===== config.mk =====
export PLATFORM = sky130hd
export DESIGN_NAME = trigger_hit_coincidence_matcher
export DESIGN_NICKNAME = d
export VERILOG_FILES = /design/src/chm_pkg.sv /design/src/chm_fifo.sv /design/src/chm_front.sv /design/src/chm_back.sv /design/src/trigger_hit_coincidence_matcher.sv
export VERILOG_INCLUDE_DIRS = /design/src /design/src/src
export SDC_FILE = /design/constraint.sdc
export NUM_CORES = 2
export LEC_CHECK = 0
export BUFFER_PORTS_ARGS = -buffer_cell sky130_fd_sc_hd__buf_2
export CAP_MARGIN = 20
export CORE_MARGIN = 5
export CORE_UTILIZATION = 36
export CTS_CLUSTER_SIZE = 14
export DETAILED_ROUTE_END_ITERATION = 8
export PLACE_DENSITY = 0.57
export SLEW_MARGIN = 10
export SYNTH_ARGS = -nofsm -noshare
export SYNTH_HDL_FRONTEND = slang
export SYNTH_SLANG_ARGS = --single-unit
export TNS_END_PERCENT = 100

===== constraint.sdc =====
create_clock -name clk -period 14.9 [get_ports clk]
set_input_delay 0.745 -clock clk [delete_from_list [all_inputs] [get_ports clk]]
set_output_delay 0.745 -clock clk [all_outputs]
set_load 0.01 [all_outputs]

===== src/trigger_hit_coincidence_matcher_assert.svh =====
// Assertion macros for the coincidence matcher back end.
`ifndef TRIGGER_HIT_COINCIDENCE_MATCHER_ASSERT_SVH
`define TRIGGER_HIT_COINCIDENCE_MATCHER_ASSERT_SVH

// A property that must hold at every clock edge outside reset.
`define CHM_ASSERT(label, prop, msg) \
  label: assert property (@(posedge clk) disable iff (!rst_n) (prop)) else $error(msg);

// A condition that must be followed by a consequence in the next cycle.
`define CHM_ASSERT_NEXT(label, ante, cons, msg) \
  label: assert property (@(posedge clk) disable iff (!rst_n) (ante) |=> (cons)) \
    else $error(msg);

`endif


===== src/chm_pkg.sv =====
// Package of types, constants and helper functions for the coincidence matcher.
package chm_pkg;

  localparam int OPEN_WINDOWS_DEF   = 4;
  localparam int TIMESTAMP_BITS_DEF = 48;
  localparam int CMD_QUEUE_DEPTH    = 4;
  localparam int RES_QUEUE_DEPTH    = 2;

  localparam int CHUNK_BITS   = 8;
  localparam int REM_BITS     = 7;
  localparam int HIT_PRESHIFT = 3;
  localparam logic [CHUNK_BITS-1:0] TRIG_DIVISOR = 8'd125;

  localparam int ENERGY_BITS = 16;
  localparam int DIFF_BITS   = 20;
  localparam int CLASS_BITS  = 2;
  localparam int OFFSET_BITS = 17;
  localparam int RES_BITS    = DIFF_BITS + ENERGY_BITS + CLASS_BITS + 1;

  localparam int APB_DATA_BITS = 32;
  localparam int APB_ADDR_BITS = 5;

  localparam logic [CLASS_BITS-1:0] CLASS_NONE       = 2'd0;
  localparam logic [CLASS_BITS-1:0] CLASS_PROMPT     = 2'd1;
  localparam logic [CLASS_BITS-1:0] CLASS_BACKGROUND = 2'd2;

  typedef enum logic [2:0] {
    REG_TRIGGER_OFFSET = 3'd0,
    REG_HOLDOFF_TIME   = 3'd1,
    REG_WINDOW_LIMIT   = 3'd2,
    REG_PROMPT_LOW     = 3'd3,
    REG_PROMPT_HIGH    = 3'd4,
    REG_BACKGROUND_LOW = 3'd5
  } reg_idx_t;

  localparam logic [OFFSET_BITS-1:0] TRIGGER_OFFSET_RST = 17'd0;
  localparam logic [DIFF_BITS-1:0]   HOLDOFF_TIME_RST   = 20'd19500;
  localparam logic [DIFF_BITS-1:0]   WINDOW_LIMIT_RST   = 20'd40000;
  localparam logic [DIFF_BITS-1:0]   PROMPT_LOW_RST     = 20'd200;
  localparam logic [DIFF_BITS-1:0]   PROMPT_HIGH_RST    = 20'd500;
  localparam logic [DIFF_BITS-1:0]   BACKGROUND_LOW_RST = 20'd2500;

  typedef struct packed {
    logic [OFFSET_BITS-1:0] trigger_offset;
    logic [DIFF_BITS-1:0]   holdoff_time;
    logic [DIFF_BITS-1:0]   window_limit;
    logic [DIFF_BITS-1:0]   prompt_low;
    logic [DIFF_BITS-1:0]   prompt_high;
    logic [DIFF_BITS-1:0]   background_low;
  } chm_cfg_t;

  // One radix-256 digit of a long division by the trigger divisor.
  // Returns the quotient digit above the new remainder.
  function automatic logic [CHUNK_BITS+REM_BITS-1:0] div_step(
    input logic [REM_BITS-1:0]   rem_in,
    input logic [CHUNK_BITS-1:0] chunk
  );
    logic [CHUNK_BITS-1:0] r;
    logic [CHUNK_BITS-1:0] q;
    r = {1'b0, rem_in};
    q = '0;
    for (int b = CHUNK_BITS - 1; b >= 0; b--) begin
      r = {r[CHUNK_BITS-2:0], chunk[b]};
      if (r >= TRIG_DIVISOR) begin
        r    = r - TRIG_DIVISOR;
        q[b] = 1'b1;
      end
    end
    return {q, r[REM_BITS-1:0]};
  endfunction

endpackage


===== src/chm_fifo.sv =====
// Small register queue used between the front and back and on the result side.
module chm_fifo
  import chm_pkg::*;
#(
  parameter int WIDTH = RES_BITS,
  parameter int DEPTH = RES_QUEUE_DEPTH
) (
  input  logic             clk,
  input  logic             rst_n,
  input  logic             push,
  input  logic [WIDTH-1:0] din,
  output logic             full,
  input  logic             pop,
  output logic [WIDTH-1:0] dout,
  output logic             empty
);

  localparam int PW = (DEPTH > 1) ? $clog2(DEPTH) : 1;
  localparam int CW = $clog2(DEPTH + 1);

  logic [WIDTH-1:0] slot_r [DEPTH];
  logic [PW-1:0]    wr_ptr_r, wr_ptr_nxt;
  logic [PW-1:0]    rd_ptr_r, rd_ptr_nxt;
  logic [CW-1:0]    count_r, count_nxt;
  logic             do_wr;
  logic             do_rd;

  assign full  = (count_r == CW'(DEPTH));
  assign empty = (count_r == '0);
  assign do_wr = push && !full;
  assign do_rd = pop && !empty;
  assign dout  = slot_r[rd_ptr_r];

  always_comb begin
    wr_ptr_nxt = wr_ptr_r;
    rd_ptr_nxt = rd_ptr_r;
    count_nxt  = count_r;
    if (do_wr) begin
      wr_ptr_nxt = (wr_ptr_r == PW'(DEPTH - 1)) ? '0 : wr_ptr_r + 1'b1;
    end
    if (do_rd) begin
      rd_ptr_nxt = (rd_ptr_r == PW'(DEPTH - 1)) ? '0 : rd_ptr_r + 1'b1;
    end
    if (do_wr && !do_rd) begin
      count_nxt = count_r + 1'b1;
    end else if (do_rd && !do_wr) begin
      count_nxt = count_r - 1'b1;
    end
  end

  always_ff @(posedge clk) begin
    if (!rst_n) begin
      wr_ptr_r <= '0;
      rd_ptr_r <= '0;
      count_r  <= '0;
    end else begin
      wr_ptr_r <= wr_ptr_nxt;
      rd_ptr_r <= rd_ptr_nxt;
      count_r  <= count_nxt;
    end
  end

  always_ff @(posedge clk) begin
    if (do_wr) begin
      slot_r[wr_ptr_r] <= din;
    end
  end

endmodule


===== src/chm_front.sv =====
// Front end: timestamp scaling pipeline and trigger holdoff qualification.
module chm_front
  import chm_pkg::*;
#(
  parameter int TIMESTAMP_BITS = TIMESTAMP_BITS_DEF
) (
  input  logic                      clk,
  input  logic                      rst_n,
  input  chm_cfg_t                  cfg,
  input  logic                      in_push,
  output logic                      in_full,
  input  logic                      in_mode,
  input  logic [TIMESTAMP_BITS-1:0] in_raw_timestamp,
  input  logic [ENERGY_BITS-1:0]    in_energy,
  output logic                      cmd_push,
  output logic [TIMESTAMP_BITS+17:0] cmd_data,
  input  logic                      cmd_full
);

  localparam int NCH = (TIMESTAMP_BITS + CHUNK_BITS - 1) / CHUNK_BITS;
  localparam int QW  = NCH * CHUNK_BITS;
  localparam int TW  = TIMESTAMP_BITS + 1;
  localparam int DW  = TW + 1;

  logic                   adv;
  logic [QW-1:0]          dvd_in;

  logic                   st_v_r      [NCH];
  logic                   st_mode_r   [NCH];
  logic [ENERGY_BITS-1:0] st_energy_r [NCH];
  logic [QW-1:0]          st_dvd_r    [NCH];
  logic [QW-1:0]          st_quo_r    [NCH];
  logic [REM_BITS-1:0]    st_rem_r    [NCH];

  logic                   c_v_r;
  logic                   c_open_r;
  logic [TW-1:0]          c_time_r;
  logic [ENERGY_BITS-1:0] c_energy_r;
  logic [TW-1:0]          c_time_nxt;
  logic [TIMESTAMP_BITS-1:0] quo_last;
  logic [TW-1:0]          off_ext;

  logic                   seen_r;
  logic [TW-1:0]          last_r;
  logic [DW-1:0]          spacing;
  logic [DW-1:0]          holdoff_ext;
  logic                   spaced;

  assign adv     = !cmd_full;
  assign in_full = cmd_full;

  always_comb begin
    dvd_in = '0;
    if (in_mode) begin
      dvd_in[TIMESTAMP_BITS-1:0] = in_raw_timestamp;
    end else begin
      dvd_in[TIMESTAMP_BITS-1:0] = in_raw_timestamp >> HIT_PRESHIFT;
    end
  end

  for (genvar k = 0; k < NCH; k++) begin : g_div
    logic                         pv;
    logic                         pm;
    logic [ENERGY_BITS-1:0]       pe;
    logic [QW-1:0]                pd;
    logic [QW-1:0]                pq;
    logic [REM_BITS-1:0]          pr;
    logic [CHUNK_BITS+REM_BITS-1:0] step;
    logic [QW-1:0]                quo_nxt;

    if (k == 0) begin : g_head
      assign pv = in_push && !cmd_full;
      assign pm = in_mode;
      assign pe = in_energy;
      assign pd = dvd_in;
      assign pq = '0;
      assign pr = '0;
    end else begin : g_body
      assign pv = st_v_r[k-1];
      assign pm = st_mode_r[k-1];
      assign pe = st_energy_r[k-1];
      assign pd = st_dvd_r[k-1];
      assign pq = st_quo_r[k-1];
      assign pr = st_rem_r[k-1];
    end

    assign step = div_step(pr, pd[QW-1-k*CHUNK_BITS -: CHUNK_BITS]);

    always_comb begin
      quo_nxt = pq;
      quo_nxt[QW-1-k*CHUNK_BITS -: CHUNK_BITS] = step[CHUNK_BITS+REM_BITS-1:REM_BITS];
    end

    always_ff @(posedge clk) begin
      if (!rst_n) begin
        st_v_r[k] <= 1'b0;
      end else if (adv) begin
        st_v_r[k] <= pv;
      end
    end

    always_ff @(posedge clk) begin
      if (adv) begin
        st_mode_r[k]   <= pm;
        st_energy_r[k] <= pe;
        st_dvd_r[k]    <= pd;
        st_quo_r[k]    <= quo_nxt;
        st_rem_r[k]    <= step[REM_BITS-1:0];
      end
    end
  end

  assign quo_last = st_quo_r[NCH-1][TIMESTAMP_BITS-1:0];
  assign off_ext  = {{(TW - OFFSET_BITS){cfg.trigger_offset[OFFSET_BITS-1]}},
                     cfg.trigger_offset};

  always_comb begin
    if (st_mode_r[NCH-1]) begin
      c_time_nxt = {1'b0, quo_last} + off_ext;
    end else begin
      c_time_nxt = {quo_last, 1'b0};
    end
  end

  always_ff @(posedge clk) begin
    if (!rst_n) begin
      c_v_r <= 1'b0;
    end else if (adv) begin
      c_v_r <= st_v_r[NCH-1];
    end
  end

  always_ff @(posedge clk) begin
    if (adv) begin
      c_open_r   <= st_mode_r[NCH-1];
      c_time_r   <= c_time_nxt;
      c_energy_r <= st_energy_r[NCH-1];
    end
  end

  // A trigger earlier than the last accepted one gives a negative spacing and is rejected.
  assign spacing     = {c_time_r[TW-1], c_time_r} - {last_r[TW-1], last_r};
  assign holdoff_ext = {{(DW - DIFF_BITS){1'b0}}, cfg.holdoff_time};
  assign spaced      = $signed(spacing) >= $signed(holdoff_ext);

  assign cmd_push = adv && c_v_r && (!c_open_r || !seen_r || spaced);
  assign cmd_data = {c_open_r, c_time_r, c_energy_r};

  always_ff @(posedge clk) begin
    if (!rst_n) begin
      seen_r <= 1'b0;
      last_r <= '0;
    end else if (cmd_push && c_open_r) begin
      seen_r <= 1'b1;
      last_r <= c_time_r;
    end
  end

endmodule


===== src/chm_back.sv =====
// Back end: open window store, hit matching and result sequencing.
`include "trigger_hit_coincidence_matcher_assert.svh"
module chm_back
  import chm_pkg::*;
#(
  parameter int OPEN_WINDOWS   = OPEN_WINDOWS_DEF,
  parameter int TIMESTAMP_BITS = TIMESTAMP_BITS_DEF
) (
  input  logic                       clk,
  input  logic                       rst_n,
  input  chm_cfg_t                   cfg,
  input  logic                       cmd_empty,
  input  logic [TIMESTAMP_BITS+17:0] cmd_data,
  output logic                       cmd_pop,
  input  logic                       res_full,
  output logic                       res_push,
  output logic [RES_BITS-1:0]        res_data
);

  localparam int N  = OPEN_WINDOWS;
  localparam int TW = TIMESTAMP_BITS + 1;
  localparam int DW = TW + 1;
  localparam int IW = (N > 1) ? $clog2(N) : 1;
  localparam int CW = $clog2(N + 1);

  typedef enum logic [1:0] {
    S_READY = 2'b01,
    S_EMIT  = 2'b10
  } state_t;

  state_t                 state_r, state_nxt;
  logic [N-1:0]           win_v_r, win_v_nxt;
  logic [TW-1:0]          win_t_r   [N];
  logic [TW-1:0]          win_t_nxt [N];
  logic [N-1:0]           keep_r, keep_nxt;
  logic [N-1:0]           match_r, match_nxt;
  logic [DIFF_BITS-1:0]   dlo_r [N];
  logic [ENERGY_BITS-1:0] energy_r;
  logic                   load_hit;

  logic                   c_open;
  logic [TW-1:0]          c_time;
  logic [ENERGY_BITS-1:0] c_energy;

  logic [DW-1:0]          d_e [N];
  logic [N-1:0]           close_vec;
  logic [N-1:0]           neg_vec;
  logic [DW-1:0]          limit_ext;

  logic [TW-1:0]          ext_t [N+1];
  logic [N:0]             prev_v;
  logic [TW-1:0]          ins_t [N];
  logic [N-1:0]           ins_v;

  logic [TW-1:0]          cmp_t [N];
  logic [N-1:0]           cmp_v;
  logic [CW-1:0]          pos;

  logic [N-1:0]           pick;
  logic                   last_one;
  logic [DIFF_BITS-1:0]   sel_d;
  logic [CLASS_BITS-1:0]  sel_class;

  assign c_open   = cmd_data[TW+ENERGY_BITS];
  assign c_time   = cmd_data[TW+ENERGY_BITS-1:ENERGY_BITS];
  assign c_energy = cmd_data[ENERGY_BITS-1:0];

  assign limit_ext = {{(DW - DIFF_BITS){1'b0}}, cfg.window_limit};

  always_comb begin
    for (int i = 0; i < N; i++) begin
      d_e[i]       = {c_time[TW-1], c_time} - {win_t_r[i][TW-1], win_t_r[i]};
      close_vec[i] = $signed(d_e[i]) > $signed(limit_ext);
      neg_vec[i]   = d_e[i][DW-1];
    end
  end

  // Opening a window appends it, or drops the oldest when every slot is in use.
  always_comb begin
    for (int i = 0; i < N; i++) begin
      ext_t[i] = win_t_r[i];
    end
    ext_t[N] = c_time;
    prev_v   = {win_v_r, 1'b1};
    for (int i = 0; i < N; i++) begin
      ins_t[i] = win_t_r[i];
      ins_v[i] = win_v_r[i];
      if (win_v_r[N-1]) begin
        ins_t[i] = ext_t[i+1];
        ins_v[i] = 1'b1;
      end else if (!win_v_r[i] && prev_v[i]) begin
        ins_t[i] = c_time;
        ins_v[i] = 1'b1;
      end
    end
  end

  always_comb begin
    pos   = '0;
    cmp_v = '0;
    for (int i = 0; i < N; i++) begin
      cmp_t[i] = win_t_r[i];
    end
    for (int i = 0; i < N; i++) begin
      if (keep_r[i]) begin
        cmp_t[pos[IW-1:0]] = win_t_r[i];
        cmp_v[pos[IW-1:0]] = 1'b1;
        pos = pos + 1'b1;
      end
    end
  end

  assign pick     = match_r & (~match_r + 1'b1);
  assign last_one = ((match_r & ~pick) == '0);

  always_comb begin
    sel_d = '0;
    for (int i = 0; i < N; i++) begin
      sel_d = sel_d | (dlo_r[i] & {DIFF_BITS{pick[i]}});
    end
    if (sel_d > cfg.prompt_low && sel_d < cfg.prompt_high) begin
      sel_class = CLASS_PROMPT;
    end else if (sel_d > cfg.background_low) begin
      sel_class = CLASS_BACKGROUND;
    end else begin
      sel_class = CLASS_NONE;
    end
  end

  assign res_data = {sel_d, energy_r, sel_class, last_one};

  always_comb begin
    state_nxt = state_r;
    win_v_nxt = win_v_r;
    win_t_nxt = win_t_r;
    keep_nxt  = keep_r;
    match_nxt = match_r;
    cmd_pop   = 1'b0;
    res_push  = 1'b0;
    load_hit  = 1'b0;
    case (state_r)
      S_READY: begin
        if (!cmd_empty) begin
          cmd_pop = 1'b1;
          if (c_open) begin
            win_v_nxt = ins_v;
            win_t_nxt = ins_t;
          end else begin
            keep_nxt  = win_v_r & ~close_vec;
            match_nxt = win_v_r & ~close_vec & ~neg_vec;
            load_hit  = 1'b1;
            state_nxt = S_EMIT;
          end
        end
      end
      S_EMIT: begin
        if (match_r != '0 && !res_full) begin
          res_push  = 1'b1;
          match_nxt = match_r & ~pick;
        end
        if (match_r == '0 || (!res_full && last_one)) begin
          win_v_nxt = cmp_v;
          win_t_nxt = cmp_t;
          state_nxt = S_READY;
        end
      end
      default: begin
        state_nxt = S_READY;
      end
    endcase
  end

  always_ff @(posedge clk) begin
    if (!rst_n) begin
      state_r <= S_READY;
      win_v_r <= '0;
      keep_r  <= '0;
      match_r <= '0;
    end else begin
      state_r <= state_nxt;
      win_v_r <= win_v_nxt;
      keep_r  <= keep_nxt;
      match_r <= match_nxt;
    end
  end

  always_ff @(posedge clk) begin
    win_t_r <= win_t_nxt;
    if (load_hit) begin
      energy_r <= c_energy;
      for (int i = 0; i < N; i++) begin
        dlo_r[i] <= d_e[i][DIFF_BITS-1:0];
      end
    end
  end

  `CHM_ASSERT(a_valid_prefix, ((win_v_r & (win_v_r + 1'b1)) == '0), "open windows not packed oldest first")
  `CHM_ASSERT(a_match_kept, ((match_r & ~keep_r) == '0), "match on a window that closes")
  `CHM_ASSERT_NEXT(a_open_fills, (state_r == S_READY && cmd_pop && c_open), win_v_r[0], "opened window missing")
  `CHM_ASSERT_NEXT(a_emit_shrinks, res_push, ($countones(match_r) + 1 == $countones($past(match_r))), "emitted match not retired")

endmodule


===== src/trigger_hit_coincidence_matcher.sv =====
// Top level of the trigger and hit coincidence window matcher.
//
// Items enter on a queue-style port: an item is taken at a clock edge with push high and full
// low. in_mode selects a trigger (1) or a detector hit (0). Results leave on a queue-style
// port: while empty is low the oldest result is on the out_ ports, and pop takes it.
// A hit gives one result for each open window that it matches, oldest window first, and
// out_last_of_run marks the final result of that hit. Triggers give no result.
// Configuration registers sit on an APB-style port at byte addresses 0 to 20, one word each.
// The timestamp scaling pipeline handles one byte of the timestamp per stage. The front end
// takes one item per cycle while the command queue is not full. The window engine takes a
// trigger in its ready state; for a hit it moves to an emit state, sends its matches one after
// another and returns to ready, taking no new item until then.
// A command queue between front end and window engine lets short bursts pass at full rate.
// When the receiver stalls, results wait in a two-entry result queue, the engine and then
// the front end hold, and full rises; no transaction is lost or repeated.
// Reset clears all open windows, the trigger history and the queues, and loads the
// register defaults.
module trigger_hit_coincidence_matcher
  import chm_pkg::*;
#(
  parameter int OPEN_WINDOWS   = OPEN_WINDOWS_DEF,
  parameter int TIMESTAMP_BITS = TIMESTAMP_BITS_DEF
) (
  input  logic                      clk,
  input  logic                      rst_n,
  input  logic                      psel,
  input  logic                      penable,
  input  logic                      pwrite,
  input  logic [APB_ADDR_BITS-1:0]  paddr,
  input  logic [APB_DATA_BITS-1:0]  pwdata,
  output logic [APB_DATA_BITS-1:0]  prdata,
  output logic                      pready,
  input  logic                      push,
  output logic                      full,
  input  logic                      in_mode,
  input  logic [TIMESTAMP_BITS-1:0] in_raw_timestamp,
  input  logic [ENERGY_BITS-1:0]    in_energy,
  output logic                      empty,
  input  logic                      pop,
  output logic [DIFF_BITS-1:0]      out_time_difference,
  output logic [ENERGY_BITS-1:0]    out_hit_energy,
  output logic [CLASS_BITS-1:0]     out_window_class,
  output logic                      out_last_of_run
);

  localparam int CMD_BITS = TIMESTAMP_BITS + 18;

  chm_cfg_t             cfg_r;
  logic                 reg_wr;
  logic [2:0]           reg_idx;

  logic                 cmd_push;
  logic [CMD_BITS-1:0]  cmd_wdata;
  logic                 cmd_full;
  logic                 cmd_pop;
  logic [CMD_BITS-1:0]  cmd_rdata;
  logic                 cmd_empty;

  logic                 res_push;
  logic [RES_BITS-1:0]  res_wdata;
  logic                 res_full;
  logic [RES_BITS-1:0]  res_rdata;

  assign pready  = 1'b1;
  assign reg_wr  = psel && penable && pwrite && pready;
  assign reg_idx = paddr[APB_ADDR_BITS-1:2];

  always_ff @(posedge clk) begin
    if (!rst_n) begin
      cfg_r.trigger_offset <= TRIGGER_OFFSET_RST;
      cfg_r.holdoff_time   <= HOLDOFF_TIME_RST;
      cfg_r.window_limit   <= WINDOW_LIMIT_RST;
      cfg_r.prompt_low     <= PROMPT_LOW_RST;
      cfg_r.prompt_high    <= PROMPT_HIGH_RST;
      cfg_r.background_low <= BACKGROUND_LOW_RST;
    end else if (reg_wr) begin
      case (reg_idx)
        REG_TRIGGER_OFFSET: cfg_r.trigger_offset <= pwdata[OFFSET_BITS-1:0];
        REG_HOLDOFF_TIME:   cfg_r.holdoff_time   <= pwdata[DIFF_BITS-1:0];
        REG_WINDOW_LIMIT:   cfg_r.window_limit   <= pwdata[DIFF_BITS-1:0];
        REG_PROMPT_LOW:     cfg_r.prompt_low     <= pwdata[DIFF_BITS-1:0];
        REG_PROMPT_HIGH:    cfg_r.prompt_high    <= pwdata[DIFF_BITS-1:0];
        REG_BACKGROUND_LOW: cfg_r.background_low <= pwdata[DIFF_BITS-1:0];
        default: begin
        end
      endcase
    end
  end

  always_comb begin
    case (reg_idx)
      REG_TRIGGER_OFFSET: prdata = {{(APB_DATA_BITS - OFFSET_BITS){cfg_r.trigger_offset[OFFSET_BITS-1]}},
                                    cfg_r.trigger_offset};
      REG_HOLDOFF_TIME:   prdata = {{(APB_DATA_BITS - DIFF_BITS){1'b0}}, cfg_r.holdoff_time};
      REG_WINDOW_LIMIT:   prdata = {{(APB_DATA_BITS - DIFF_BITS){1'b0}}, cfg_r.window_limit};
      REG_PROMPT_LOW:     prdata = {{(APB_DATA_BITS - DIFF_BITS){1'b0}}, cfg_r.prompt_low};
      REG_PROMPT_HIGH:    prdata = {{(APB_DATA_BITS - DIFF_BITS){1'b0}}, cfg_r.prompt_high};
      REG_BACKGROUND_LOW: prdata = {{(APB_DATA_BITS - DIFF_BITS){1'b0}}, cfg_r.background_low};
      default:            prdata = '0;
    endcase
  end

  chm_front #(
    .TIMESTAMP_BITS(TIMESTAMP_BITS)
  ) u_front (
    .clk              (clk),
    .rst_n            (rst_n),
    .cfg              (cfg_r),
    .in_push          (push),
    .in_full          (full),
    .in_mode          (in_mode),
    .in_raw_timestamp (in_raw_timestamp),
    .in_energy        (in_energy),
    .cmd_push         (cmd_push),
    .cmd_data         (cmd_wdata),
    .cmd_full         (cmd_full)
  );

  chm_fifo #(
    .WIDTH(CMD_BITS),
    .DEPTH(CMD_QUEUE_DEPTH)
  ) u_cmd_queue (
    .clk   (clk),
    .rst_n (rst_n),
    .push  (cmd_push),
    .din   (cmd_wdata),
    .full  (cmd_full),
    .pop   (cmd_pop),
    .dout  (cmd_rdata),
    .empty (cmd_empty)
  );

  chm_back #(
    .OPEN_WINDOWS   (OPEN_WINDOWS),
    .TIMESTAMP_BITS (TIMESTAMP_BITS)
  ) u_back (
    .clk       (clk),
    .rst_n     (rst_n),
    .cfg       (cfg_r),
    .cmd_empty (cmd_empty),
    .cmd_data  (cmd_rdata),
    .cmd_pop   (cmd_pop),
    .res_full  (res_full),
    .res_push  (res_push),
    .res_data  (res_wdata)
  );

  chm_fifo #(
    .WIDTH(RES_BITS),
    .DEPTH(RES_QUEUE_DEPTH)
  ) u_res_queue (
    .clk   (clk),
    .rst_n (rst_n),
    .push  (res_push),
    .din   (res_wdata),
    .full  (res_full),
    .pop   (pop),
    .dout  (res_rdata),
    .empty (empty)
  );

  assign out_time_difference = res_rdata[RES_BITS-1 -: DIFF_BITS];
  assign out_hit_energy      = res_rdata[CLASS_BITS+1 +: ENERGY_BITS];
  assign out_window_class    = res_rdata[1 +: CLASS_BITS];
  assign out_last_of_run     = res_rdata[0];

endmodule


==> summary.txt <==
Finish
  • Syn-to-layout area delta: 11.1%
  • Most frequent cells in the layout: edfxtp_1 (1094), nand2_1 (777), a21oi_1 (611)
  • Filler Cells Inserted: approximately 21000
  • Nets: between 8000 and 9000
  • Most common cell after layout, fill and taps aside: edfxtp_1
  • Share of cells above drive strength 1: 10.3%

Worst setup path
  • Crit path max fanout: 11
  • Slowest CP cell: edfxtp_1
  • CP arrival: between 10 and 15 ns
  • Worst reg2reg setup slack: 3.83 ns
  • Worst r2r src: u_front.st_dvd_r[3][15]
  • Type of destination of the critical path: flop
  • Reg2reg end: u_front.st_rem_r[4][3]
  • Worst reg2reg path depth: a little over 40
  • Crit-path max cell delay: 0.56 ns
  • Crit path kind: flop to flop
  • Worst EP required: roughly 15 ns
  • CP Launch Type: flop

Global routing
  • Number of global-route vias before repair: 59100
  • Initial antenna violation count: 5
  • Grt met1 use: 24.8%
  • Most Crowded Layer GR: met2
  • Met2 usage: between 30% and 40%
  • Largest net degree at the start of global routing: about 160
  • Total grt overflow: 0
  • First-pass GRT wire length: about 340000 µm
  • M3 GR Usage: around 2.4%
  • Total GRT Usage: around 18%

Detailed routing
  • Drt pass-1 iters: 6
  • DR vias: 61700
  • Vias per inst: 5.57
  • Final WL: between 200000 and 250000 µm
  • Residual DRC: 0
  • Starting DRT DRC Count: ~5000
  • Antenna-violating nets left: 0
  • Avg WL per Cell: slightly above 20 µm

Die
  • Die W: ~480 µm
  • Die ar.: around 0.23 mm²
  • Placeable Area: roughly 0.22 mm²
  • I/O pins: about 180
  • Num rows: between 150 and 200
  • Initial Utilization: between 30% and 40%
  • Die Ht: 483 µm

Clock network
  • Hold_buf cts: 0
  • # clock sinks: roughly 1300
  • Later-pin clock latency in the skew report: between 0.8 and 0.9 ns
  • Setup Buffers After CTS: 0
  • H-tree Lvls: 4
  • Clock transition at the registers of the reported paths: roughly 0.060 ns
  • CTS Buf Count: ~150
  • CTS tree: yes
  • Clk root buf: clkbuf_16
  • PostCTS Resize Cnt: 0
  • Clock Tree Buf Depth: 3

Synthesis
  • Post-synthesis net count: 8572
  • Synth Instances: 7929
  • Ys Warns: 0
  • Yosys top cell area share: 40.7%
  • Post-synth EDFFs: between 1000 and 1500
  • Ys flop type: edfxtp_1
  • Post-synthesis sequential area ratio: between 40% and 50%
  • Netlist cell types: 137
  • Asr flop ratio synth: 0%
  • Top cells by area, synth: edfxtp_1 (41%), ha_1 (8.2%), dfxtp_1 (4.9%)
  • Area leader, netlist: edfxtp_1
  • Mean Syn Cell Area: roughly 10 µm²
  • Mapped Area: approximately 0.081 mm²
  • Seq cells post-synth: roughly 1300

Timing
  • RSZ-0062 raised after global routing: no
  • Hold Violations, Final: 0
  • Max frequency: about 90 MHz
  • Tightest Pin Transition: 1.16 ns
  • Final setup fails: 0
  • Minimum clock period after layout: 11.07 ns
  • Clock Skew: roughly 0.042 ns
  • Final Cycle Share: between 70 and 80%
  • Slew HR: between 20% and 30%
  • Post-route setup TNS: 0 ns
  • Max Slew Vio Count: 0

Place
  • DP HPWL: 161000 µm
  • GPL Wtd Cong: 0.904
  • Port Buffers: ~170

Min path
  • Hold Path Stages: 1
  • Hold EP: u_front.st_energy_r[0][8]
  • Hold wc startpoint: in_energy[8]
  • Worst min path class: input pin to flop

Outcome
  • Outcome: finished clean

Job
  • Max Cap Viol: 0
-- synthesized netlist by cell type, types with 19 or more instances --
master	instances
dfxtp_1	197
or3_1	48
o31ai_1	41
a31o_2	24
nand3_1	122
nor4_1	45
o21a_1	74
a211o_1	20
and3_1	45
mux2i_1	132
and2_1	62
nor2b_1	138
o22ai_1	30
a31oi_1	64
a22oi_1	87
nand4_1	83
o211ai_1	169
nand3b_1	24
buf_1	24
xnor2_1	207
nor2_1	499
xor2_1	87
a211oi_1	153
a21o_1	146
edfxtp_1	1094
a21boi_0	131
inv_1	576
nor3_1	122
nor3b_1	20
o2111ai_1	26
mux2_2	135
o21bai_1	30
clkbuf_1	265
a21oi_1	613
nand2b_1	98
a221o_1	26
mux4_2	65
ha_1	526
o31a_1	21
o21ai_0	407
or2_2	32
nand2_1	781
and4_1	19
-- critical path, delay by kind of cell, from the launching register on --
| kind | cells | cell delay [ns] |
|---|---|---|
| compound gates | 14 | 3.74 |
| fa+ha+maj | 6 | 1.88 |
| xor+xnor | 6 | 1.67 |
| simple gates | 8 | 1.34 |
| mux | 2 | 0.94 |
| buf+inv | 5 | 0.66 |
| flops | 1 | 0.56 |
-- logic make-up (layout without fill, tap and decap cells) --
group | count (synthesis) | in the layout | share of synthesized area [%]
other | 1 | 3 | 0.00465
DFF | 1291 | 1291 | 45.6
xor gates and xnor gates | 299 | 299 | 3.30
buffers and inverters | 907 | 1087 | 4.34
AOI/OAI and AO/OA | 2341 | 2341 | 19.6
muxes | 340 | 340 | 5.48
adders and majority gates | 536 | 536 | 8.38
and+or+nand+nor | 2214 | 2214 | 13.3
-- area by class of cell --
| class | count | area, µm² | area share, % |
|---|---|---|---|
| Antenna cell | 2 | 5.00 | 0.00558 |
| Timing Repair Buffer | 229 | 1350 | 1.51 |
| Sequential cell | 1291 | 36800 | 41.0 |
| Clock inverter | 80 | 1030 | 1.15 |
| Multi-Input combinational cell | 5731 | 40600 | 45.2 |
| Inverter | 589 | 2210 | 2.47 |
| Clock buffer | 189 | 3980 | 4.44 |
| Tap cell | 2975 | 3720 | 4.15 |
-- registers in the layout, indices dropped and copies added, names as in the netlist, 3 cells and up, named ones only --
register             count
cfg_r                  117
u_back.dlo_r            80
u_back.energy_r         16
u_back.ext_t           196
u_back.keep_r            4
u_back.match_r           4
u_back.win_v_r           4
u_cmd_queue.count_r      3
u_cmd_queue.slot_r     264
u_front.c_energy_r      16
u_front.c_time_r        49
u_front.last_r          49
u_front.st_dvd_r       120
u_front.st_energy_r     96
u_front.st_mode_r        6
u_front.st_quo_r       132
u_front.st_rem_r        35
u_front.st_v_r           6
u_res_queue.slot_r      78
-- layer usage --
layer | up-vias | share of wire [%] | wire (µm)
met2 | 1636 | 47 | 105000
met3 | 307 | 5.4 | 12100
met5 | - | 0.012 | 27
met4 | 4 | 2.7 | 6050
li1 | 29800 | - | -
met1 | 30000 | 45 | 100000
-- worst max path at each step --
stage	startpoint	endpoint	slack, ns	cells past startpoint
3_3_place_gp	u_front.st_dvd_r[3][15]	u_front.st_rem_r[4][3]	4.05	41
4_1_cts	u_front.st_dvd_r[3][15]	u_front.st_rem_r[4][3]	3.92	41
6_report	u_front.st_dvd_r[3][15]	u_front.st_rem_r[4][3]	3.83	41
3_5_place_dp	u_front.st_dvd_r[3][15]	u_front.st_rem_r[4][3]	4.01	41
5_1_grt	u_front.st_dvd_r[3][15]	u_front.st_rem_r[4][3]	2.91	41
2_1_floorplan	u_front.st_dvd_r[3][15]	u_front.st_rem_r[4][3]	5.56	45
-- metrics by stage --
step | cells | setup slack (ns) | utilization [%] | hold slack [ns] | area [µm²]
after floorplan | 7929 | 5.56 | - | 0.400 | 80700
final | 11100 | 3.83 | 40.3 | 0.129 | 89700
after CTS | 11100 | 3.92 | 40.2 | 0.0405 | 89600
after global placement | 10800 | 4.05 | 38.0 | 0.401 | 84600
after detailed placement | 10800 | 4.01 | 38.0 | 0.405 | 84600
after global routing | 11100 | 2.91 | 40.3 | 0.0658 | 89700
Power is not shown: default switching activity piles up to over one toggle a cycle in this logic, so the estimate is an artifact.
